===== config.mk =====
export PLATFORM = sky130hd
export DESIGN_NAME = csim_front
export DESIGN_NICKNAME = d
export VERILOG_FILES = /design/src/rtl/csim_pkg.sv /design/src/rtl/csim_front.sv
export SDC_FILE = /design/constraint.sdc
export NUM_CORES = 2
export LEC_CHECK = 0
export BUFFER_PORTS_ARGS = -buffer_cell sky130_fd_sc_hd__buf_2
export CAP_MARGIN = 10
export CORE_MARGIN = 3
export CORE_UTILIZATION = 62
export CTS_CLUSTER_SIZE = 12
export DETAILED_ROUTE_END_ITERATION = 10
export PLACE_DENSITY = 0.8
export SETUP_SLACK_MARGIN = 0.4
export SYNTH_ARGS = -nofsm -noshare
export SYNTH_HDL_FRONTEND = slang
export SYNTH_SLANG_ARGS = --single-unit
export TNS_END_PERCENT = 10

===== constraint.sdc =====
create_clock -name clk_i -period 8.55 [get_ports clk_i]
set_input_delay 1.71 -clock clk_i [delete_from_list [all_inputs] [get_ports clk_i]]
set_output_delay 1.71 -clock clk_i [all_outputs]
set_load 0.01 [all_outputs]

===== src/rtl/csim_pkg.sv =====
`default_nettype none
package csim_pkg;

  localparam int unsigned DotW       = 44;
  localparam int unsigned NormW      = 43;
  localparam int unsigned SimW       = 16;
  localparam int unsigned MaxLenDef  = 4096;
  localparam int unsigned ElemWDef   = 16;
  localparam int unsigned QDepth     = 2;
  localparam int unsigned FracShift  = 20;
  localparam int unsigned DivShift   = 35;
  localparam int unsigned SqrtInW    = 64;
  localparam int unsigned RootW      = SqrtInW / 2;
  localparam int unsigned RemW       = RootW + 2;
  localparam int unsigned ProdW      = 2 * RootW;
  localparam int unsigned NumW       = DotW + DivShift;
  localparam int unsigned QW         = 21;
  localparam int unsigned StepW      = 7;

  localparam logic [NormW-1:0] NORM_MAX = '1;
  localparam logic [QW-1:0]    Q_CAP    = QW'(1) << 20;
  localparam logic [SimW-1:0]  SIM_ONE  = SimW'(16384);

  typedef struct packed {
    logic signed [DotW-1:0] dot;
    logic [NormW-1:0]       norm_a;
    logic [NormW-1:0]       norm_b;
    logic                   ovf;
  } job_t;

  typedef enum logic [2:0] {
    B_IDLE,
    B_SQRT_A,
    B_SQRT_B,
    B_MUL,
    B_DIV,
    B_DONE
  } back_state_e;

endpackage
`default_nettype wire


===== src/rtl/csim_front.sv =====
`default_nettype none
module csim_front #(
  parameter int unsigned MaxLen = csim_pkg::MaxLenDef,
  parameter int unsigned ElemW  = csim_pkg::ElemWDef
) (
  input  wire                      clk_i,
  input  wire                      rst_ni,
  input  wire                      valid_i,
  output logic                     ready_o,
  input  wire  signed [ElemW-1:0]  a_i,
  input  wire  signed [ElemW-1:0]  b_i,
  input  wire                      last_i,
  output logic                     push_o,
  output csim_pkg::job_t           job_o,
  input  wire                      full_i
);

  localparam int unsigned CntW = $clog2(MaxLen + 1);
  localparam int unsigned PW   = 2 * ElemW;
  localparam int unsigned SumW = ((PW > csim_pkg::DotW) ? PW : csim_pkg::DotW) + 1;
  localparam int unsigned DotW = csim_pkg::DotW;
  localparam int unsigned NormW = csim_pkg::NormW;

  logic [CntW-1:0] cnt_q, cnt_d;
  logic            accept, in_range;

  logic                 s1_valid_q, s1_valid_d;
  logic                 s1_last_q, s1_en_q;
  logic signed [PW-1:0] pab_q;
  logic [PW-1:0]        paa_q, pbb_q;
  logic                 adv;

  logic signed [DotW-1:0] dot_q, dot_n;
  logic [NormW-1:0]       na_q, na_n, nb_q, nb_n;
  logic                   ovf_q, ovf_n;

  logic signed [SumW-1:0] dsum, dmax, dmin;
  logic [SumW-1:0]        asum, bsum, nmax;
  logic                   dsat, asat, bsat;
  logic signed [DotW-1:0] dclip;
  logic [NormW-1:0]       aclip, bclip;

  assign accept   = valid_i && ready_o;
  assign in_range = cnt_q < CntW'(MaxLen);
  assign adv      = s1_valid_q && !(s1_last_q && full_i);
  assign ready_o  = !s1_valid_q || adv;

  always_comb begin
    cnt_d = cnt_q;
    if (accept) begin
      if (last_i) begin
        cnt_d = '0;
      end else if (in_range) begin
        cnt_d = cnt_q + 1'b1;
      end
    end
    s1_valid_d = accept ? 1'b1 : (adv ? 1'b0 : s1_valid_q);
  end

  // saturating accumulate
  always_comb begin
    dmax  = {{(SumW-DotW+1){1'b0}}, {(DotW-1){1'b1}}};
    dmin  = {{(SumW-DotW+1){1'b1}}, {(DotW-1){1'b0}}};
    nmax  = {{(SumW-NormW){1'b0}}, csim_pkg::NORM_MAX};
    dsum  = {{(SumW-DotW){dot_q[DotW-1]}}, dot_q} + {{(SumW-PW){pab_q[PW-1]}}, pab_q};
    asum  = {{(SumW-NormW){1'b0}}, na_q} + {{(SumW-PW){1'b0}}, paa_q};
    bsum  = {{(SumW-NormW){1'b0}}, nb_q} + {{(SumW-PW){1'b0}}, pbb_q};
    dsat  = (dsum > dmax) || (dsum < dmin);
    asat  = asum > nmax;
    bsat  = bsum > nmax;
    if (dsum > dmax) begin
      dclip = dmax[DotW-1:0];
    end else if (dsum < dmin) begin
      dclip = dmin[DotW-1:0];
    end else begin
      dclip = dsum[DotW-1:0];
    end
    aclip = asat ? csim_pkg::NORM_MAX : asum[NormW-1:0];
    bclip = bsat ? csim_pkg::NORM_MAX : bsum[NormW-1:0];
    dot_n = s1_en_q ? dclip : dot_q;
    na_n  = s1_en_q ? aclip : na_q;
    nb_n  = s1_en_q ? bclip : nb_q;
    ovf_n = ovf_q || !s1_en_q || (s1_en_q && (dsat || asat || bsat));
  end

  assign push_o       = adv && s1_last_q;
  assign job_o.dot    = dot_n;
  assign job_o.norm_a = na_n;
  assign job_o.norm_b = nb_n;
  assign job_o.ovf    = ovf_n;

  always_ff @(posedge clk_i or negedge rst_ni) begin
    if (!rst_ni) begin
      cnt_q      <= '0;
      s1_valid_q <= 1'b0;
      s1_last_q  <= 1'b0;
      s1_en_q    <= 1'b0;
      dot_q      <= '0;
      na_q       <= '0;
      nb_q       <= '0;
      ovf_q      <= 1'b0;
    end else begin
      cnt_q      <= cnt_d;
      s1_valid_q <= s1_valid_d;
      if (accept) begin
        s1_last_q <= last_i;
        s1_en_q   <= in_range;
      end
      if (adv) begin
        if (s1_last_q) begin
          dot_q <= '0;
          na_q  <= '0;
          nb_q  <= '0;
          ovf_q <= 1'b0;
        end else begin
          dot_q <= dot_n;
          na_q  <= na_n;
          nb_q  <= nb_n;
          ovf_q <= ovf_n;
        end
      end
    end
  end

  always_ff @(posedge clk_i) begin
    if (accept) begin
      pab_q <= a_i * b_i;
      paa_q <= a_i * a_i;
      pbb_q <= b_i * b_i;
    end
  end

  a_cnt_bound: assert property (@(posedge clk_i) disable iff (!rst_ni)
    cnt_q <= CntW'(MaxLen))
    else $error("element count beyond maximum length");

  a_push_on_last: assert property (@(posedge clk_i) disable iff (!rst_ni)
    push_o |=> (dot_q == '0) && (na_q == '0) && (nb_q == '0) && !ovf_q)
    else $error("accumulators not cleared after last element");

endmodule
`default_nettype wire


==> metrics.txt <==
CTS clk-pin slew, worst paths 60 ps; Die X about 270 um; status complete, no violations; Syn Std Cell Area 44100 um^2; Initial Util 0.628; Seq cells post-synth 241; register area share after synthesis 0.147; clk_skew 21.2 ps; flop-to-flop setup slack 3860 ps; critical path's slowest cell fa_1; Max Freq approximately 130 MHz; Area Overhead vs Synth 6.37%; DRC Markers 0; pin count of the biggest net entering global routing between 90 and 100; grt ovf 0; first-pass GRT wire length 186000 um; total number of yosys warnings 0; CTS Sinks 241; most frequent cells after synthesis 982 x inv_1, 730 x fa_1, 400 x nand2_1, 373 x ha_1, 373 x nor2_1; Setup TNS Final 0 ps; DP HPWL 90500 um; maxcap violations 0; final period utilization 0.908; share of flip-flops with an asynchronous set or reset 0.610; Slew Viols, Final 0; worst min-delay path class flip-flop to flip-flop; cells on worst reg2reg path 10; CP max stage delay 510 ps; crit path launch type input pin; nets@finish about 6100; Final setup viols 0; CTS max path bufs 3; RSZ-0062 raised after global routing no; average size of a mapped cell 9.00 um^2; post-synth net total between 6000 and 7000; Critical R2R Launch pab_q[31]; cell count after synthesis 4904; number of buffers created by CTS 30; cell taking the most area after synthesis fa_1; GRT Util Overall 0.313; IO buf count 169; Final ANT Viol Nets 0; Distinct cells, synth 85; vias in the first global route 35495; Worst Hold Launch nb_q[22]; Slew @ Worst Pin 1230 ps; post-layout min period a little under 8000 ps; DRT iter0 DRCs approximately 3100; Setup CP Type input pin to flip-flop; CTS tree yes; vias post-DR between 30000 and 40000; hold path cells 2; initial antenna violation count 4; Yosys top cell area share 0.331; Slew headroom 0.175; Critical R2R Capture dot_q[0]; share of post-route cells with drive strength above 1 0.0695; most common cell in the netlist inv_1; Worst setup EP type flip-flop; Synth Flop Type dfrtp_1; Wirelength per Cell about 19 um; row count 97; IO Pins 170; CP Data Arrival Time 8150 ps; routability cong. 0.952; die area 74400 um^2; cell types occupying the most area after synthesis fa_1 33%, ha_1 11%, inv_1 8.4%; Fin. Hold Viols 0; core area 70300 um^2; Crit path top cell by count fa_1; drt first pass iters 7; Post-synth EDFFs 94; Clock Root Buffer clkbuf_16; WP data required 8930 ps; CTS H-tree depth 1; Worst-Skew Late Latency 580 ps; # hold bufs at CTS 0; Worst Hold Path EP nb_q[22]; Die Span Y 273 um; drt total wl 114000 um; Via density 5.87; crit-path cells buf_2, buf_4, and2_1, fa_1, inv_1, fa_1, fa_1, inv_1, fa_1, fa_1, inv_1, fa_1, inv_1, ha_1, and3_1, nand2_1, o21ai_0, a31oi_1, o31a_1, o2111ai_1, a21oi_1, xnor2_1; CP max FO 17
-- registers in the layout, summed over array words and instances, names as in the netlist --
signal      count
s1_en_q         1
nb_q           43
paa_q          31
s1_valid_q      1
s1_last_q       1
ovf_q           1
cnt_q          13
dot_q          44
na_q           43
pab_q          32
pbb_q          31
-- kinds of logic (layout without fill, tap and decap cells) --
family                   after synthesis  count (layout)  share of synthesized area
buffers and inverters               1202            1293                      0.103
AND/OR/NAND/NOR                     1196            1196                      0.124
multiplexers                           7               7                    0.00173
XOR/XNOR                             243             243                     0.0482
other                                  0               2                          0
AO/OA/AOI/OAI                        912             912                      0.138
adder cells (fa/ha/maj)             1103            1103                      0.437
flip-flops                           241             241                      0.147
-- how the worst max path moves through the flow --
stage / start / end / slack (ps) / depth (start not counted)
after floorplan: a_i[15] / pab_q[31] / 680 / 23
after global placement: a_i[1] / paa_q[29] / 350 / 22
after detailed placement: b_i[2] / pbb_q[30] / 230 / 20
after CTS: b_i[2] / pbb_q[28] / 800 / 20
after global routing: b_i[9] / pbb_q[28] / 480 / 22
final: a_i[7] / pab_q[30] / 780 / 22
-- placed cells by master (no fill, tap or decap), types with 30 or more instances in the layout --
cell,count
a211oi_1,37
a21o_1,136
a21oi_1,238
a22o_1,56
a31oi_1,64
and2_1,178
and3_1,30
buf_2,168
buf_4,77
clkbuf_16,32
dfrtp_1,146
edfxtp_1,94
fa_1,730
ha_1,373
inv_1,981
nand2_1,399
nand2b_1,30
nand3_1,49
nor2_1,372
nor3_1,45
o21a_1,31
o21ai_0,130
o21bai_1,37
xnor2_1,173
xor2_1,70
-- through the flow --
step | instance area [um^2] | std cells | hold slack [ps] | util | setup slack, ps
after global placement | 45900 | 5880 | 498 | 0.654 | 349
after floorplan | 44100 | 4904 | 476 | - | 684
after global routing | 46900 | 5937 | 563 | 0.668 | 484
final | 46900 | 5937 | 513 | 0.668 | 785
after detailed placement | 45900 | 5880 | 502 | 0.654 | 229
after CTS | 46900 | 5935 | 515 | 0.668 | 804
-- layout make-up --
type | instances | area [um^2]
Antenna cell | 2 | 5.00
Clock buffer | 37 | 840
Clock inverter | 18 | 156
Fill cell | 5586 | 23300
Inverter | 992 | 3730
Multi-Input combinational cell | 3461 | 33100
Sequential cell | 241 | 6500
Tap cell | 940 | 1180
Timing Repair Buffer | 246 | 1430
-- routing by layer --
layer	vias to the layer above	global-route usage	share of wire
met5	-	0	0
met4	0	0.104	0.038
met3	287	0.0427	0.084
met2	1380	0.508	0.47
met1	17351	0.439	0.41
li1	15807	-	-
-- timing repair --
item | CTS | global route
setup endpoints to repair | 0 | 2
resized for setup | 0 | 1
hold endpoints to repair | 0 | 0
setup buffers | 0 | 0
-- worst max-delay path: cells and delay by family --
kind / cells / cell delay, ps
AO/OA/AOI/OAI: 5 / 1450
XOR/XNOR: 1 / 270
adder cells (fa/ha/maj): 7 / 3190
buffers and inverters: 6 / 1010
AND/OR/NAND/NOR: 3 / 510
Power is not shown: default switching activity piles up to over one toggle a cycle in this logic, so the estimate is an artifact.
