===== src/rtl/csim_pkg.sv =====
`default_nettype none
package csim_pkg;

  localparam int unsigned DotW       = 44;
  localparam int unsigned NormW      = 43;
  localparam int unsigned SimW       = 16;
  localparam int unsigned MaxLenDef  = 4096;
  localparam int unsigned ElemWDef   = 16;
  localparam int unsigned QDepth     = 2;
  localparam int unsigned FracShift  = 20;
  localparam int unsigned DivShift   = 35;
  localparam int unsigned SqrtInW    = 64;
  localparam int unsigned RootW      = SqrtInW / 2;
  localparam int unsigned RemW       = RootW + 2;
  localparam int unsigned ProdW      = 2 * RootW;
  localparam int unsigned NumW       = DotW + DivShift;
  localparam int unsigned QW         = 21;
  localparam int unsigned StepW      = 7;

  localparam logic [NormW-1:0] NORM_MAX = '1;
  localparam logic [QW-1:0]    Q_CAP    = QW'(1) << 20;
  localparam logic [SimW-1:0]  SIM_ONE  = SimW'(16384);

  typedef struct packed {
    logic signed [DotW-1:0] dot;
    logic [NormW-1:0]       norm_a;
    logic [NormW-1:0]       norm_b;
    logic                   ovf;
  } job_t;

  typedef enum logic [2:0] {
    B_IDLE,
    B_SQRT_A,
    B_SQRT_B,
    B_MUL,
    B_DIV,
    B_DONE
  } back_state_e;

endpackage
`default_nettype wire


===== src/rtl/csim_back.sv =====
`default_nettype none
module csim_back (
  input  wire                         clk_i,
  input  wire                         rst_ni,
  input  wire                         empty_i,
  input  csim_pkg::job_t              job_i,
  output logic                        pop_o,
  output logic                        valid_o,
  input  wire                         ready_i,
  output logic signed [csim_pkg::SimW-1:0] sim_o,
  output logic                        zero_o,
  output logic                        ovf_o
);

  localparam int unsigned RootW = csim_pkg::RootW;
  localparam int unsigned RemW  = csim_pkg::RemW;
  localparam int unsigned NumW  = csim_pkg::NumW;
  localparam int unsigned ProdW = csim_pkg::ProdW;
  localparam int unsigned QW    = csim_pkg::QW;
  localparam int unsigned SimW  = csim_pkg::SimW;
  localparam int unsigned StepW = csim_pkg::StepW;
  localparam int unsigned DotW  = csim_pkg::DotW;
  localparam int unsigned NormW = csim_pkg::NormW;
  localparam int unsigned SinW  = csim_pkg::SqrtInW;

  csim_pkg::back_state_e state_q, state_d;

  logic [StepW-1:0] step_q;
  logic             sqrt_end, div_end, out_free;
  logic             neg_q, zero_q, jovf_q;
  logic [DotW-1:0]  mag_q;
  logic [NormW-1:0] nb_q;
  logic [SinW-1:0]  x_q;
  logic [RootW-1:0] root_q, ra_q, root_n;
  logic [RemW-1:0]  rem_q, rem_n;
  logic [RemW+1:0]  rem_sh, trial, rem_sub;
  logic             sq_ge;
  logic [ProdW-1:0] d_q, r_q, r_n;
  logic [ProdW:0]   r_sh, r_sub;
  logic             dv_ge;
  logic [NumW-1:0]  num_q;
  logic [QW-1:0]    q_q, q_n;
  logic [QW:0]      q_sh, q_p1;
  logic [QW-1:0]    half;
  logic [SimW-1:0]  mag_sim, sim_n;
  logic [DotW-1:0]  jmag;

  // root digit step: two radicand bits per cycle
  always_comb begin
    rem_sh  = {rem_q, x_q[SinW-1 -: 2]};
    trial   = {2'b00, root_q, 2'b01};
    sq_ge   = rem_sh >= trial;
    rem_sub = rem_sh - trial;
    rem_n   = sq_ge ? rem_sub[RemW-1:0] : rem_sh[RemW-1:0];
    root_n  = {root_q[RootW-2:0], sq_ge};
  end

  // restoring division, quotient saturates as it grows
  always_comb begin
    r_sh  = {r_q, num_q[NumW-1]};
    r_sub = r_sh - {1'b0, d_q};
    dv_ge = r_sh >= {1'b0, d_q};
    r_n   = dv_ge ? r_sub[ProdW-1:0] : r_sh[ProdW-1:0];
    q_sh  = {q_q, dv_ge};
    q_n   = (q_sh > {1'b0, csim_pkg::Q_CAP}) ? csim_pkg::Q_CAP : q_sh[QW-1:0];
  end

  always_comb begin
    q_p1    = {1'b0, q_q} + 1'b1;
    half    = q_p1[QW:1];
    mag_sim = (half > {{(QW-SimW){1'b0}}, csim_pkg::SIM_ONE}) ? csim_pkg::SIM_ONE
                                                              : half[SimW-1:0];
    if (zero_q) begin
      sim_n = '0;
    end else begin
      sim_n = neg_q ? (~mag_sim + 1'b1) : mag_sim;
    end
    jmag = job_i.dot[DotW-1] ? (~job_i.dot + 1'b1) : job_i.dot;
  end

  assign sqrt_end = step_q == StepW'(RootW - 1);
  assign div_end  = step_q == StepW'(NumW - 1);
  assign out_free = !valid_o || ready_i;

  always_comb begin
    state_d = state_q;
    pop_o   = 1'b0;
    unique case (state_q)
      csim_pkg::B_IDLE: begin
        if (!empty_i) begin
          pop_o   = 1'b1;
          state_d = ((job_i.norm_a == '0) || (job_i.norm_b == '0)) ? csim_pkg::B_DONE
                                                                   : csim_pkg::B_SQRT_A;
        end
      end
      csim_pkg::B_SQRT_A: if (sqrt_end) state_d = csim_pkg::B_SQRT_B;
      csim_pkg::B_SQRT_B: if (sqrt_end) state_d = csim_pkg::B_MUL;
      csim_pkg::B_MUL:    state_d = csim_pkg::B_DIV;
      csim_pkg::B_DIV:    if (div_end) state_d = csim_pkg::B_DONE;
      csim_pkg::B_DONE:   if (out_free) state_d = csim_pkg::B_IDLE;
      default:            state_d = csim_pkg::B_IDLE;
    endcase
  end

  always_ff @(posedge clk_i or negedge rst_ni) begin
    if (!rst_ni) begin
      state_q <= csim_pkg::B_IDLE;
      valid_o <= 1'b0;
    end else begin
      state_q <= state_d;
      if (state_q == csim_pkg::B_DONE && out_free) begin
        valid_o <= 1'b1;
      end else if (ready_i) begin
        valid_o <= 1'b0;
      end
    end
  end

  always_ff @(posedge clk_i) begin
    unique case (state_q)
      csim_pkg::B_IDLE: begin
        neg_q  <= job_i.dot[DotW-1];
        mag_q  <= jmag;
        nb_q   <= job_i.norm_b;
        jovf_q <= job_i.ovf;
        zero_q <= (job_i.norm_a == '0) || (job_i.norm_b == '0);
        x_q    <= {1'b0, job_i.norm_a, {csim_pkg::FracShift{1'b0}}};
        root_q <= '0;
        rem_q  <= '0;
        step_q <= '0;
      end
      csim_pkg::B_SQRT_A: begin
        step_q <= sqrt_end ? '0 : step_q + 1'b1;
        if (sqrt_end) begin
          ra_q   <= root_n;
          x_q    <= {1'b0, nb_q, {csim_pkg::FracShift{1'b0}}};
          root_q <= '0;
          rem_q  <= '0;
        end else begin
          x_q    <= {x_q[SinW-3:0], 2'b00};
          root_q <= root_n;
          rem_q  <= rem_n;
        end
      end
      csim_pkg::B_SQRT_B: begin
        step_q <= sqrt_end ? '0 : step_q + 1'b1;
        x_q    <= {x_q[SinW-3:0], 2'b00};
        root_q <= root_n;
        rem_q  <= rem_n;
      end
      csim_pkg::B_MUL: begin
        d_q    <= ra_q * root_q;
        r_q    <= '0;
        q_q    <= '0;
        num_q  <= {mag_q, {csim_pkg::DivShift{1'b0}}};
        step_q <= '0;
      end
      csim_pkg::B_DIV: begin
        step_q <= step_q + 1'b1;
        r_q    <= r_n;
        q_q    <= q_n;
        num_q  <= {num_q[NumW-2:0], 1'b0};
      end
      csim_pkg::B_DONE: begin
        if (out_free) begin
          sim_o  <= sim_n;
          zero_o <= zero_q;
          ovf_o  <= jovf_q;
        end
      end
      default: ;
    endcase
  end

  a_zero_sim: assert property (@(posedge clk_i) disable iff (!rst_ni)
    (valid_o && zero_o) |-> (sim_o == '0))
    else $error("zero norm with non-zero similarity");

  a_sim_range: assert property (@(posedge clk_i) disable iff (!rst_ni)
    valid_o |-> ((sim_o <= $signed(SimW'(16384))) && (sim_o >= -$signed(SimW'(16384)))))
    else $error("similarity outside plus or minus one");

endmodule
`default_nettype wire


===== config.mk =====
export PLATFORM = sky130hd
export DESIGN_NAME = csim_back
export DESIGN_NICKNAME = d
export VERILOG_FILES = /design/src/rtl/csim_pkg.sv /design/src/rtl/csim_back.sv
export SDC_FILE = /design/constraint.sdc
export NUM_CORES = 2
export LEC_CHECK = 0
export ABC_CLOCK_PERIOD_IN_PS = 16800
export BUFFER_PORTS_ARGS = -buffer_cell sky130_fd_sc_hd__buf_2
export CORE_MARGIN = 3
export CORE_UTILIZATION = 70
export CTS_CLUSTER_SIZE = 28
export DETAILED_ROUTE_END_ITERATION = 16
export PLACE_DENSITY = 0.88
export SYNTH_ARGS = -nofsm -noshare
export SYNTH_HDL_FRONTEND = slang
export SYNTH_SLANG_ARGS = --single-unit

===== constraint.sdc =====
create_clock -name clk_i -period 16.8 [get_ports clk_i]
set_clock_uncertainty 0.15 [all_clocks]
set_input_delay 3.36 -clock clk_i [delete_from_list [all_inputs] [get_ports clk_i]]
set_output_delay 3.36 -clock clk_i [all_outputs]
set_load 0.005 [all_outputs]

==> metrics.json <==
{
  "sta": {
    "fmax_mhz": 102.8,
    "min_period_over_period_pct": 57.89,
    "setup_violations": 0,
    "transition_time_at_the_pin_with_the_least_slew_margin_ns": 1.379,
    "rsz0062_at_grt": "no",
    "fin_crit_ns": 9.726,
    "maxSlewHeadroom_pct": 8.041,
    "final-hold-violation-count": 0,
    "timing.final.max_slew_violations": 0,
    "final.setup.tns_ns": 0
  },
  "run": {
    "maxCapViolations": 0
  },
  "grt": {
    "overflow": 0,
    "grt_pass1_wl_um": 244900,
    "largest_net_degree_at_the_start_of_global_routing": 76,
    "groute.usage.overall_pct": 36.33,
    "grt_pass1_vias": 46480,
    "grt_antenna_before_repair": 3
  },
  "synth": {
    "synth_top_area_share_pct": 31.09,
    "dominantRegCellSynth": "sky130_fd_sc_hd__edfxtp_1",
    "yosys.area.top_type": "sky130_fd_sc_hd__fa_1",
    "synth_edf_count": 450,
    "ys_ff_latch": 454,
    "mappedNetlistNets": 7357,
    "post_synth_main_area_contributors": "sky130_fd_sc_hd__fa_1, sky130_fd_sc_hd__edfxtp_1, sky130_fd_sc_hd__ha_1, sky130_fd_sc_hd__and2_1, sky130_fd_sc_hd__inv_1",
    "yosys.cell_types.count": 69,
    "netlist_instances": 5959,
    "syn-mean-instance-area_sq_um": 9.691,
    "asyncSetResetFlopFracSynth_pct": 0.8811,
    "yosys_warnings": 0,
    "synth-seq-area-share_pct": 23.57,
    "synthesis.area_sq_mm": 0.05775
  },
  "final_layout": {
    "antennaDiodeCount": 0,
    "nets": 7346,
    "area_growth_pct": 5.826,
    "most-common-layout-cells": "sky130_fd_sc_hd__inv_1, sky130_fd_sc_hd__fa_1, sky130_fd_sc_hd__nand2_1, sky130_fd_sc_hd__and2_1, sky130_fd_sc_hd__edfxtp_1",
    "post_route_cells_drive_above_1_share_pct": 5.912,
    "layout.filler_cells": 5252,
    "final_common_cell": "sky130_fd_sc_hd__inv_1"
  },
  "floorplanning": {
    "top_level_ports": 155,
    "fp.dieArea_sq_mm": 0.08598,
    "chipHeight_um": 293.2,
    "floorplan.die.width_um": 293.2,
    "initial_utilization_pct": 71.24,
    "floorplan.core_area_sq_mm": 0.08107,
    "num_rows": 104
  },
  "critical_path": {
    "cp-start-kind": "flop",
    "critPathCaptureType": "flop",
    "cp_num_buf_inv": 4,
    "critPathMaxFanout": 34,
    "launch_point_of_the_worst_path": "root_q[6]",
    "timing.rr.start": "root_q[6]",
    "critical_path_required_ns": 17.00,
    "critical-path-top-delay-family": "adder cells",
    "cpMaxStageDelayCell": "sky130_fd_sc_hd__edfxtp_1",
    "cp.arrival_ns": 9.93,
    "worst_path_largest_cell_delay_ns": 1.23,
    "crit_top_cell": "sky130_fd_sc_hd__fa_1",
    "critPathKind": "flop to flop"
  },
  "clocking": {
    "cts_root_buf": "sky130_fd_sc_hd__clkbuf_16",
    "cts_resized": 0,
    "path_clk_slew_ns": 0.06,
    "cts-hold-fix-buffers": 0,
    "cts_inserted_buffers": 50,
    "insertion_delay_ns": 0.64,
    "clock_path_buffers": 3,
    "postCtsSetupRepairBufs": 0,
    "cts_max_level": 2,
    "cts_tree": "done",
    "clock_sinks": 454
  },
  "routing": {
    "detailedRoute.firstIterationViolations": 4386,
    "wl_per_cell_um": 21.66,
    "via_count": 43770,
    "drt-vias-per-instance": 6.211,
    "detail_route.first_pass.iterations": 9,
    "routed_wl_um": 152700,
    "drc_viols": 0,
    "detail-route-antenna-nets": 0
  },
  "placed_design": {
    "io_buffers": 154,
    "place_hpwl_um": 109000,
    "place_congestion": 0.9782
  },
  "outcome": {
    "outcome": "finished clean"
  },
  "hold_path": {
    "hold_path_class": "flop to flop",
    "hp-start": "jovf_q"
  }
}
worst paths after layout:
kind	end	slack, ns	cells past startpoint
worst max-delay path	d_q[56]	7.07	25
max in group asynchronous	state_q[1]	13.98	1
worst min-delay path	ovf_o	0.27	0
worst min register to register	ovf_o	0.27	0
worst max register to register	d_q[56]	7.07	25
min in group asynchronous	valid_o	2.39	1
synthesized netlist by cell type, types with 40 or more instances:
master / n
sky130_fd_sc_hd__inv_1: 1085
sky130_fd_sc_hd__fa_1: 897
sky130_fd_sc_hd__nand2_1: 684
sky130_fd_sc_hd__and2_1: 654
sky130_fd_sc_hd__edfxtp_1: 450
sky130_fd_sc_hd__ha_1: 366
sky130_fd_sc_hd__clkbuf_1: 287
sky130_fd_sc_hd__nor2_1: 275
sky130_fd_sc_hd__a21oi_1: 207
sky130_fd_sc_hd__xnor2_1: 164
sky130_fd_sc_hd__o21ai_0: 130
sky130_fd_sc_hd__a21o_1: 80
sky130_fd_sc_hd__xor2_1: 47
sky130_fd_sc_hd__mux2i_1: 46
sky130_fd_sc_hd__nand3_1: 46
sky130_fd_sc_hd__a222oi_1: 41
sky130_fd_sc_hd__nand4_1: 40
per-layer routing:
metal / up-vias / GRT usage, % / wire length [um]
li1: 18890 / - / -
met2: 2700 / 57.53 / 70280
met1: 21540 / 47.05 / 55590
met5: - / 0 / 27
met3: 645 / 10.33 / 18470
met4: 4 / 16.64 / 8313
state kept, by name (all words and copies together) (netlist names), 7 cells and up:
name,flops
rem_q,34
sim_o,16
ra_q,32
d_q,64
num_q,44
q_q,21
root_q,32
r_q,64
mag_q,44
nb_q,43
x_q,44
step_q,7
cell families after synthesis:
logic type               count (synthesis)  synth area share [%]
AND/OR/NAND/NOR                       1897                 16.32
multiplexers                            48                0.8363
buffers and inverters                 1381                 8.989
XOR/XNOR                               211                 3.200
AO/OA/AOI/OAI                          705                 8.060
adder cells (fa/ha/maj)               1263                 39.02
flip-flops                             454                 23.57
area by class of cell:
type                            instances  area (sq um)  share of cell area [%]
Multi-Input combinational cell       4124         39030                   63.86
Inverter                             1085          4073                   6.664
Timing Repair Buffer                  233          1364                   2.232
Clock inverter                         23         317.8                  0.5200
Sequential cell                       454         13610                   22.27
Tap cell                             1060          1326                   2.170
Clock buffer                           69          1394                   2.281
through the flow:
stage               cells  utilization [%]  hold WS, ns  area [sq um]  setup WS, ns
floorplan            5959                -       0.2503         57750         6.076
global placement     6956            73.28       0.2527         59400         7.702
detailed placement   6956            73.28       0.2735         59400         7.315
CTS                  7048            75.39       0.2733         61110         7.292
global route         7048            75.39       0.2761         61110         6.687
finish               7048            75.39       0.2747         61110         7.074
Power is not shown: default switching activity piles up to over one toggle a cycle in this logic, so the estimate is an artifact.
