===== src/rtl/csim_pkg.sv =====
`default_nettype none
package csim_pkg;

  localparam int unsigned DotW       = 44;
  localparam int unsigned NormW      = 43;
  localparam int unsigned SimW       = 16;
  localparam int unsigned MaxLenDef  = 4096;
  localparam int unsigned ElemWDef   = 16;
  localparam int unsigned QDepth     = 2;
  localparam int unsigned FracShift  = 20;
  localparam int unsigned DivShift   = 35;
  localparam int unsigned SqrtInW    = 64;
  localparam int unsigned RootW      = SqrtInW / 2;
  localparam int unsigned RemW       = RootW + 2;
  localparam int unsigned ProdW      = 2 * RootW;
  localparam int unsigned NumW       = DotW + DivShift;
  localparam int unsigned QW         = 21;
  localparam int unsigned StepW      = 7;

  localparam logic [NormW-1:0] NORM_MAX = '1;
  localparam logic [QW-1:0]    Q_CAP    = QW'(1) << 20;
  localparam logic [SimW-1:0]  SIM_ONE  = SimW'(16384);

  typedef struct packed {
    logic signed [DotW-1:0] dot;
    logic [NormW-1:0]       norm_a;
    logic [NormW-1:0]       norm_b;
    logic                   ovf;
  } job_t;

  typedef enum logic [2:0] {
    B_IDLE,
    B_SQRT_A,
    B_SQRT_B,
    B_MUL,
    B_DIV,
    B_DONE
  } back_state_e;

endpackage
`default_nettype wire


===== src/rtl/csim_queue.sv =====
`default_nettype none
module csim_queue (
  input  wire             clk_i,
  input  wire             rst_ni,
  input  wire             push_i,
  input  csim_pkg::job_t  job_i,
  output logic            full_o,
  input  wire             pop_i,
  output csim_pkg::job_t  job_o,
  output logic            empty_o
);

  localparam int unsigned PtrW = $clog2(csim_pkg::QDepth);
  localparam int unsigned CntW = $clog2(csim_pkg::QDepth + 1);

  csim_pkg::job_t mem_q [csim_pkg::QDepth];
  logic [PtrW-1:0] wr_q, rd_q;
  logic [CntW-1:0] cnt_q;

  assign full_o  = cnt_q == CntW'(csim_pkg::QDepth);
  assign empty_o = cnt_q == '0;
  assign job_o   = mem_q[rd_q];

  always_ff @(posedge clk_i or negedge rst_ni) begin
    if (!rst_ni) begin
      wr_q  <= '0;
      rd_q  <= '0;
      cnt_q <= '0;
    end else begin
      if (push_i) begin
        wr_q <= (wr_q == PtrW'(csim_pkg::QDepth - 1)) ? '0 : wr_q + 1'b1;
      end
      if (pop_i) begin
        rd_q <= (rd_q == PtrW'(csim_pkg::QDepth - 1)) ? '0 : rd_q + 1'b1;
      end
      if (push_i && !pop_i) begin
        cnt_q <= cnt_q + 1'b1;
      end else if (pop_i && !push_i) begin
        cnt_q <= cnt_q - 1'b1;
      end
    end
  end

  always_ff @(posedge clk_i) begin
    if (push_i) begin
      mem_q[wr_q] <= job_i;
    end
  end

  a_no_overrun: assert property (@(posedge clk_i) disable iff (!rst_ni)
    !(push_i && full_o) && !(pop_i && empty_o))
    else $error("queue overrun or underrun");

endmodule
`default_nettype wire


===== config.mk =====
export PLATFORM = sky130hd
export DESIGN_NAME = csim_queue
export DESIGN_NICKNAME = d
export VERILOG_FILES = /design/src/rtl/csim_pkg.sv /design/src/rtl/csim_queue.sv
export SDC_FILE = /design/constraint.sdc
export NUM_CORES = 1
export LEC_CHECK = 0
export BUFFER_PORTS_ARGS = -buffer_cell sky130_fd_sc_hd__buf_2
export CAP_MARGIN = 30
export CORE_ASPECT_RATIO = 0.9
export CORE_UTILIZATION = 40
export DETAILED_ROUTE_END_ITERATION = 8
export PLACE_DENSITY = 0.62
export SLEW_MARGIN = 10
export SYNTH_ARGS = -nofsm -noshare
export SYNTH_HDL_FRONTEND = slang
export SYNTH_SLANG_ARGS = --single-unit

===== constraint.sdc =====
create_clock -name clk_i -period 11.2 [get_ports clk_i]
set_input_delay 0.56 -clock clk_i [delete_from_list [all_inputs] [get_ports clk_i]]
set_output_delay 0.56 -clock clk_i [all_outputs]
set_load 0.02 [all_outputs]

==> results of run 1 <==
[power groups by stage]
stage,Sequential [mW],Clock [mW],Combinational (mW)
2_1_floorplan,1.41,0,0.829
3_3_place_gp,1.41,0,1.08
3_5_place_dp,1.42,0,1.11
4_1_cts,1.40,0.885,1.11
5_1_grt,1.41,0.919,1.15
6_report,1.39,0.859,1.09
[cell type report]
cell class                 instances  area (sq um)  area share [%]
sequential                       266          7970            63.6
multi-input combinational        142          1870            14.9
timing repair buffer             275          1440            11.5
clock buffer                      33           741            5.91
tap                              308           385            3.08
clock inverter                    14           116           0.929
antenna                            2          5.00          0.0399
inverter                           1          3.75          0.0300
[path summary, 6_finish.rpt]
kind                          start           end  slack, ps  cells after the start
min reg2reg                cnt_q[1]      cnt_q[1]        500                      1
max reg2reg                    wr_q  mem_q[0][56]       8280                      3
min in group asynchronous    rst_ni      cnt_q[0]        380                      2
min                        job_i[2]   mem_q[0][2]        220                      1
max                            rd_q     job_o[51]       7390                      5
max in group asynchronous    rst_ni          rd_q      10660                      2
[layout by cell type, fill, tap and decap left out, drive strengths merged]
| cell type | count |
|---|---|
| buf | 274 |
| clkbuf | 33 |
| dlygate4sd3 | 1 |
| ha | 1 |
| nor2 | 2 |
| inv | 2 |
| clkinvlp | 1 |
| xnor2 | 1 |
| bufinv | 2 |
| edfxtp | 262 |
| dfrtp | 4 |
| clkinv | 10 |
| diode | 2 |
| and2 | 1 |
| xor2 | 4 |
| nor2b | 2 |
| mux2 | 131 |
[worst max-delay path, cell delays in order, from the launching register on]
cell	delay (ps)
dfrtp_4	700
buf_4	480
buf_16	310
buf_4	620
mux2_4	350
buf_2	160
[layer usage]
layer  up-vias  share of wire, %  wire [um]
met2       213                48       9020
met5         -             0.058         11
li1       2268                 -          -
met3        30               7.2       1360
met1      2458                43       8120
met4         2               2.2        418
[stage by stage]
stage	hold WS, ps	setup WS, ps
floorplan	264	4330
global placement	370	7750
detailed placement	376	7890
CTS	191	7350
global route	197	7230
finish	220	7390
[synth_stat cells]
cell	n	area (sq um)
and2_1	1	6.26
buf_2	5	25.0
buf_6	9	101
buf_8	1	15.0
dfrtp_1	4	100
edfxtp_1	262	7870
ha_1	1	12.5
inv_1	1	3.75
mux2_2	51	574
mux2_4	80	1200
nor2_1	2	7.51
nor2b_1	2	12.5
xnor2_1	1	8.76
xor2_1	4	35.0
[cell families (layout without fill, tap and decap cells)]
family / count (synthesis) / count (layout)
other cells: 0 / 2
mux: 131 / 131
flops: 266 / 266
xor+xnor: 5 / 5
buf+inv: 16 / 323
fa+ha+maj: 1 / 1
simple gates: 5 / 5
[state kept, by name (all words and copies together), names as in the netlist]
signal and cells:
cnt_q 2, mem_q 262, rd_q 1, wr_q 1
==> results.py, run 1 <==
metrics = {
    "worst_setup_path": {
        "worst_setup_path_end_kind": "primary output",
        "cp-start-kind": "flop",
        "cp.required_ps": 10640,
        "crit_path_max_fanout": 43,
        "path_class": "flop to primary output",
        "worst-endpoint-arrival_ps": 3250,
    },
    "clocking": {
        "tritoncts": "done",
        "cts_hold_repair.buffers": 1,
        "clk_latency_ps": 530,
        "cts_setup_buffers": 0,
        "clkSinkCount": 266,
        "ctsHtreeMaxLevel": 1,
        "master_cell_of_the_clock_root_buffer": "clkbuf_16",
        "tritoncts.num_buffers": 28,
        "cts_resized": 0,
        "clockBufferDepth": 3,
        "clk_pin_slew_ps": 60,
    },
    "finish": {
        "n_fill_cell": 1997,
        "finish.utilization_pct": 51.5,
        "num-nets-final": 850,
        "drive_gt1_share_pct": 60.6,
        "areaGrowthSynthToFinish_pct": 25.7,
        "design_area_sq_mm": 0.0125,
        "final_cells": 1041,
    },
    "drt": {
        "routed-via-count": 4971,
        "dr_iter_0_viols": 348,
        "avgViaCountPerCell": 4.78,
        "post_drt_wl_per_cell_um": 18.2,
        "drt.antenna.violating_nets": 0,
        "detail_route.wirelength_um": 18900,
        "remaining_drc_errors": 0,
        "dr.pass1.iters": 4,
    },
    "global_route": {
        "globalRouteTotalUtil_pct": 14.0,
        "grt.met3_usage_pct": 3.56,
        "grt_max_degree": 56,
        "grtUsageMet2_pct": 23.1,
        "grt_remaining_overflow": 0,
        "globalRoute.busiestLayer": "met2",
        "globalRouteMet1Util_pct": 18.6,
        "grt_first_pass_wirelength_um": 27500,
        "via_count_of_the_first_global_routing_pass": 4986,
        "grt_antenna_before_repair": 2,
    },
    "sta": {
        "tightest_slew_margin_relative_to_the_limit_pct": 43.1,
        "finalCriticalPeriod_ps": 3810,
        "finalCritPeriodShare_pct": 34.0,
        "grt_setup_unrepaired": "false",
        "finalMaxSlewViolations": 0,
        "timing.setup.tns_ps": 0,
        "tightestPinTransition_ps": 851,
        "fmax_mhz": 263,
        "final-setup-viol-count": 0,
        "timing.final.hold_violations": 0,
        "fin_worst_skew_ps": 7.57,
    },
    "power_and_ir_drop": {
        "switching_power_mw": 1.04,
        "leakagePower_nw": 4.93,
        "post-layout-total-power_mw": 3.35,
        "power.share.clock_pct": 25.7,
        "p_int_mw": 2.30,
        "irDropWorstVdd_mv": 0.187,
        "power_frac_comb_pct": 32.7,
        "switching_share_pct": 31.1,
        "powerDensity_mw_per_mm2": 267,
        "sequential_share_of_power_pct": 41.7,
    },
    "yosys": {
        "synth-compound-area-share_pct": 0,
        "syn-mean-instance-area_sq_um": 23.5,
        "synth-adder-area-share_pct": 0.125,
        "seq_area_frac_synth_pct": 79.9,
        "yosys.area_share.xor_xnor_pct": 0.439,
        "synth.distinct_cells": 14,
        "syn-cell-area_sq_mm": 0.00997,
        "multiplexer_share_of_the_synthesized_area_pct": 17.8,
        "ys_seq_elements": 266,
        "netlist_instances": 424,
        "synthesis.nets": 560,
        "synth.yosys.warnings": 0,
        "synth_simple_gate_area_share_pct": 0.264,
        "synth_top_family_by_area": "multiplexers",
    },
    "placed_design": {
        "placedCellCount": 991,
        "portBuffers": 267,
        "place_area_sq_mm": 0.0117,
        "hpwlAfterDp_um": 13100,
        "gp_routability_congestion": 0.760,
    },
    "floorplan": {
        "die_h_um": 152,
        "io_pins": 268,
        "starting_density_of_the_core_pct": 41.0,
        "core_footprint_sq_mm": 0.0243,
        "fp.dieW_um": 168,
        "fp-row-count": 54,
        "die_area_sq_mm": 0.0256,
    },
    "status": {
        "outcome": "complete, no violations",
    },
    "flow_run": {
        "timing.max_cap.violations": 0,
    },
    "hold_path": {
        "hold_path_class": "primary input to flop",
    },
}
No activity file was read; power rests on OpenSTA's default activity.
==> run 2, diff against run 1 <==
- PLACE_DENSITY: 0.62 -> 0.64
- clock period: 11.2 -> 3.07 ns (I/O delays scaled with it)
==> run 2 against run 1 <==
  * Clock-buffer cell count decreased by 3
  * Combinational power rose to 3.8 times the previous value
  * Total power grew to 3.8 times the previous value
  * Critical path type unchanged
  * Highest routed layer is now met4
==> results.py, run 2 (synthesis gave the netlist of run 1 again) <==
metrics = {
    "status": {
        "outcome": "complete, no violations",
    },
    "worst_setup_path": {
        "path_class": "flop to primary output",
        "cp_num_buf_inv": 2,
        "crit_path_max_fanout": 25,
        "cp.required_ps": 2920,
        "cpLargestDelayFamily": "flip-flops",
        "cpPeakStageDelay_ps": 690,
        "critical_path_startpoint": "rd_q",
        "worst_setup_path_end_kind": "primary output",
        "slowest_stage": "dfrtp_4",
        "crit-reg2reg-launch": "wr_q",
        "worst-endpoint-arrival_ps": 2150,
        "worstPathCellList": "buf_4, mux2_2, buf_2",
        "cp-start-kind": "flop",
    },
    "floorplan": {
        "fp-row-count": 54,
        "die_h_um": 152,
        "core_footprint_sq_mm": 0.0243,
        "fp.dieW_um": 168,
        "die_area_sq_mm": 0.0256,
        "io_pins": 268,
        "starting_density_of_the_core_pct": 41.0,
    },
    "clocking": {
        "ctsHtreeMaxLevel": 1,
        "master_cell_of_the_clock_root_buffer": "clkbuf_16",
        "cts_setup_buffers": 0,
        "clk_pin_slew_ps": 60,
        "clockBufferDepth": 3,
        "tritoncts.num_buffers": 28,
        "clkSinkCount": 266,
        "tritoncts": "done",
        "clk_latency_ps": 530,
    },
    "drt": {
        "post_drt_wl_per_cell_um": 17.3,
        "dr_iter_0_viols": 260,
        "remaining_drc_errors": 0,
        "routed-via-count": 5528,
        "avgViaCountPerCell": 4.68,
        "detail_route.wirelength_um": 20400,
        "dr.pass1.iters": 4,
        "drt.antenna.violating_nets": 0,
    },
    "hold_path": {
        "hold_path_class": "primary input to flop",
        "hold_path_startpoint": "job_i[88]",
    },
    "placed_design": {
        "place_area_sq_mm": 0.0117,
        "gp_routability_congestion": 0.760,
        "hpwlAfterDp_um": 12600,
        "portBuffers": 267,
    },
    "global_route": {
        "grt_max_degree": 81,
        "via_count_of_the_first_global_routing_pass": 5775,
        "grt_remaining_overflow": 0,
        "grt_antenna_before_repair": 1,
        "grt_first_pass_wirelength_um": 30200,
        "globalRouteTotalUtil_pct": 15.2,
    },
    "finish": {
        "design_area_sq_mm": 0.0140,
        "mostFrequentLayoutCell": "buf_2",
        "largest_reg_flops": 262,
        "num-nets-final": 986,
        "top_library_cells_by_usage_in_the_layout_fill_and_taps_aside": "267 x buf_2, 262 x edfxtp_1, 135 x dlygate4sd3_1",
        "drive_gt1_share_pct": 51.9,
        "areaGrowthSynthToFinish_pct": 40.7,
        "regMostFlops": "mem_q",
        "finish.utilization_pct": 57.7,
        "largest_registers": "mem_q (262), cnt_q (2)",
    },
    "sta": {
        "tightestPinTransition_ps": 480,
        "fin_worst_skew_ps": 21.9,
        "finalMaxSlewViolations": 0,
        "final-setup-viol-count": 0,
        "fmax_mhz": 434,
        "holdWs_ps": 341,
        "tightest_slew_margin_relative_to_the_limit_pct": 68.0,
        "finalCritPeriodShare_pct": 75.0,
        "timing.setup.tns_ps": 0,
        "grt_setup_unrepaired": "false",
        "timing.final.hold_violations": 0,
        "finalCriticalPeriod_ps": 2300,
    },
    "flow_run": {
        "timing.max_cap.violations": 0,
    },
    "power_and_ir_drop": {
        "power_frac_comb_pct": 32.8,
        "switching_power_mw": 3.94,
        "powerDensity_mw_per_mm2": 911,
        "p_int_mw": 8.85,
        "leakagePower_nw": 5.56,
        "sequential_share_of_power_pct": 39.7,
        "power.share.clock_pct": 27.5,
        "irDropWorstVdd_mv": 0.543,
        "switching_share_pct": 30.8,
    },
}
-- run 2: cell count changes in the layout (fill, tap and decap cells not counted), sizes merged --
cell	previous run	this run
dlygate4sd3	1	135
diode	2	1
clkinv	10	13
clkinvlp	1	3
inv	2	1
clkbuf	33	30
buf	274	276
bufinv	2	6
-- run 2: area by class of cell --
type                            count  area (sq um)
Fill cell                        1845         10300
Sequential cell                   266          7970
Timing Repair Buffer              411          2820
Multi-Input combinational cell    142          1870
Clock buffer                       30           708
Tap cell                          308           385
Clock inverter                     22           270
Inverter                            1          3.75
Antenna cell                        1          2.50
-- run 2: final timing paths --
| check | cells after the start | endpoint | slack, ps |
|---|---|---|---|
| max | 3 | job_o[112] | 770 |
| min | 2 | mem_q[0][88] | 340 |
| max reg2reg | 2 | mem_q[1][62] | 1330 |
| min reg2reg | 1 | cnt_q[1] | 510 |
| max in group asynchronous | 3 | rd_q | 2340 |
| min in group asynchronous | 3 | cnt_q[1] | 540 |
-- run 2: power groups by stage --
stage	combinational [mW]	sequential [mW]	clock, mW
6_report	4.19	5.07	3.52
5_1_grt	4.43	5.14	3.74
4_1_cts	4.24	5.08	3.61
3_5_place_dp	4.08	5.15	0
3_3_place_gp	4.03	5.11	0
2_1_floorplan	3.03	5.05	0
-- run 2: repair_timing --
action / CTS / global route
endpoints found under the hold margin: 268 / 0
hold buffers: 135 / 0
gates resized for setup: 0 / 0
-- run 2: metal layers --
| layer | part of all wire (%) | global-route usage [%] | up-vias |
|---|---|---|---|
| met1 | 42 | 18.3 | 2738 |
| met3 | 6.6 | 3.92 | 34 |
| met4 | 2.0 | 4.23 | 0 |
| met5 | 0 | 0 | - |
| met2 | 50 | 27.0 | 215 |
| li1 | - | - | 2541 |
-- run 2: metrics by stage --
stage | cells | setup slack (ps) | total power [mW]
2_1_floorplan | 424 | 279 | 8.08
3_3_place_gp | 993 | 1330 | 9.14
3_5_place_dp | 993 | 1280 | 9.23
4_1_cts | 1180 | 716 | 12.9
5_1_grt | 1181 | 653 | 13.3
6_report | 1181 | 766 | 12.8
-- run 2: worst register-to-register path, cell delays in order (launching register included) --
cell and delay [ps]:
dfrtp_1 430, and2_4 490, buf_12 450
==> run 3, diff against run 2 <==
- PLACE_DENSITY: 0.64 -> 0.62
- clock period: 3.07 -> 2.2 ns (I/O delays scaled with it)
==> run 3 against run 2 <==
  * Cell count is 0.42% higher
  * Final area hardly changed
  * Clock-buffer cell count is 2 higher
  * Worst setup slack worse by 640 ps
  * Highest routed layer unchanged
  * Critical path depth stayed put
  * Worst hold slack worse by 33 ps
  * Utilization hardly changed
  * Global-route usage is 0.48 points higher
  * Register-to-register slack worse by 670 ps
  * Largest cell class unchanged
  * Routed wire length hardly changed
  * First-iteration DRC count is 7.7% lower
  * Via count is 0.99% lower
==> results.py, run 3 (synthesis gave the netlist of run 1 again) <==
metrics = {
    "finish": {
        "final_cells": 1186,
        "largest_reg_flops": 262,
        "areaGrowthSynthToFinish_pct": 40.7,
        "multi_input_area_sq_mm": 0.00187,
        "n_fill_cell": 1836,
        "top_library_cells_by_usage_in_the_layout_fill_and_taps_aside": "267 x buf_2, 262 x edfxtp_1, 135 x dlygate4sd3_1",
        "drive_gt1_share_pct": 51.8,
        "num_antenna_cells": 0,
        "combined_flip_flop_and_latch_cell_area_sq_mm": 0.00797,
        "regMostFlops": "mem_q",
        "largest_registers": "mem_q (262), cnt_q (2)",
        "mostFrequentLayoutCell": "buf_2",
        "num-nets-final": 993,
    },
    "floorplan": {
        "fp-row-count": 54,
        "die_h_um": 152,
        "core_footprint_sq_mm": 0.0243,
        "starting_density_of_the_core_pct": 41.0,
        "die_area_sq_mm": 0.0256,
        "io_pins": 268,
        "fp.dieW_um": 168,
    },
    "placed_design": {
        "portBuffers": 267,
        "gp_routability_congestion": 0.746,
        "placedCellCount": 999,
        "hpwlAfterDp_um": 13000,
        "detailedPlace.worstSlack_ps": 526,
    },
    "clocking": {
        "tritoncts.num_buffers": 28,
        "clk_pin_slew_ps": 60,
        "clk_latency_ps": 530,
        "clkSinkCount": 266,
        "tritoncts": "done",
        "clockBufferDepth": 3,
        "cts_resized": 0,
        "ctsHtreeMaxLevel": 1,
        "master_cell_of_the_clock_root_buffer": "clkbuf_16",
    },
    "worst_setup_path": {
        "r2r_cells": 2,
        "path_class": "flop to primary output",
        "worst_setup_path_end_kind": "primary output",
        "crit_end": "job_o[124]",
        "critical_path_startpoint": "rd_q",
        "crit_path_max_fanout": 26,
        "cp-start-kind": "flop",
        "critical_path.reg2reg.endpoint": "mem_q[1][112]",
        "cp.required_ps": 2090,
        "crit-reg2reg-launch": "wr_q",
        "worst-endpoint-arrival_ps": 1960,
        "r2r_setup_slack_ps": 660,
    },
    "sta": {
        "timing.setup.tns_ps": 0,
        "finalMaxSlewViolations": 0,
        "final-setup-viol-count": 0,
        "postLayoutSetupSlackWorst_ps": 128,
        "grt_setup_unrepaired": "false",
        "tightestPinTransition_ps": 425,
        "finalCriticalPeriod_ps": 2070,
        "fin_worst_skew_ps": 5.94,
        "fmax_mhz": 483,
        "tightest_slew_margin_relative_to_the_limit_pct": 71.6,
        "timing.final.hold_violations": 0,
        "finalCritPeriodShare_pct": 94.2,
    },
    "hold_path": {
        "hold_path_startpoint": "job_i[76]",
        "hold_path_class": "primary input to flop",
    },
    "global_route": {
        "grt_max_degree": 69,
        "via_count_of_the_first_global_routing_pass": 5902,
        "grt_antenna_before_repair": 0,
        "grt_remaining_overflow": 0,
        "globalRouteTotalUtil_pct": 15.7,
        "grt_first_pass_wirelength_um": 30800,
    },
    "flow_run": {
        "timing.max_cap.violations": 0,
    },
    "power_and_ir_drop": {
        "post-layout-total-power_mw": 17.6,
        "irDropWorstVdd_mv": 0.864,
        "leakagePower_nw": 5.57,
        "powerDensity_mw_per_mm2": 1260,
    },
    "drt": {
        "post_drt_wl_per_cell_um": 17.2,
        "detail_route.wirelength_um": 20400,
        "routed-via-count": 5473,
        "dr.pass1.iters": 4,
        "avgViaCountPerCell": 4.61,
        "dr_iter_0_viols": 240,
        "remaining_drc_errors": 0,
        "drt.antenna.violating_nets": 0,
    },
    "status": {
        "outcome": "complete, no violations",
    },
}
run 3: changes by cell type in the layout (fill, tap and decap cells not counted), sizes merged:
cell | before | now
clkbuf | 30 | 32
bufinv | 6 | 3
buf | 276 | 283
diode | 1 | 0
run 3: repair_timing:
action	4_1_cts	5_1_grt
hold buffers	135	0
endpoints found under the setup margin	87	0
buffers inserted	1	0
endpoints found under the hold margin	269	0
run 3: stage by stage:
| step | area [sq um] | hold WS [ps] | utilization [%] |
|---|---|---|---|
| 4_1_cts | 14000 | 276 | 57.7 |
| 2_1_floorplan | 9980 | -186 | - |
| 5_1_grt | 14000 | 294 | 57.7 |
| 3_3_place_gp | 11800 | -85.2 | 48.4 |
| 6_report | 14000 | 308 | 57.7 |
| 3_5_place_dp | 11800 | -77.3 | 48.4 |
run 3: area by class of cell:
type                            count  share of cell area (%)
Timing Repair Buffer              418                    20.7
Clock inverter                     19                    1.18
Tap cell                          308                    2.75
Clock buffer                       32                    5.25
Inverter                            1                  0.0267
Multi-Input combinational cell    142                    13.3
Sequential cell                   266                    56.8
run 3: worst max-delay path, stage by stage (launching register included):
cell	delay [ps]
dfrtp_4	620
buf_12	270
mux2_2	360
buf_2	160
run 3: how the worst min path moves through the flow:
stage                          endpoint  slack (ps)  cells past startpoint
after floorplan                cnt_q[0]        -190                      0
after global placement             wr_q         -90                      1
after detailed placement           rd_q         -80                      1
after CTS                 mem_q[0][115]         280                      2
after global routing       mem_q[1][58]         290                      2
final                      mem_q[0][76]         310                      2
run 3: power by group:
group          internal, mW  switching [mW]
clock network          2.73            1.80
registers              6.72           0.316
logic                  2.70            3.35
total                  12.2            5.47
run 3: metal layers:
layer  wire (um)  track usage [%]
met1        8570             19.2
met2        9880             27.5
met3        1600             4.47
met4         371             3.73
met5           0                0
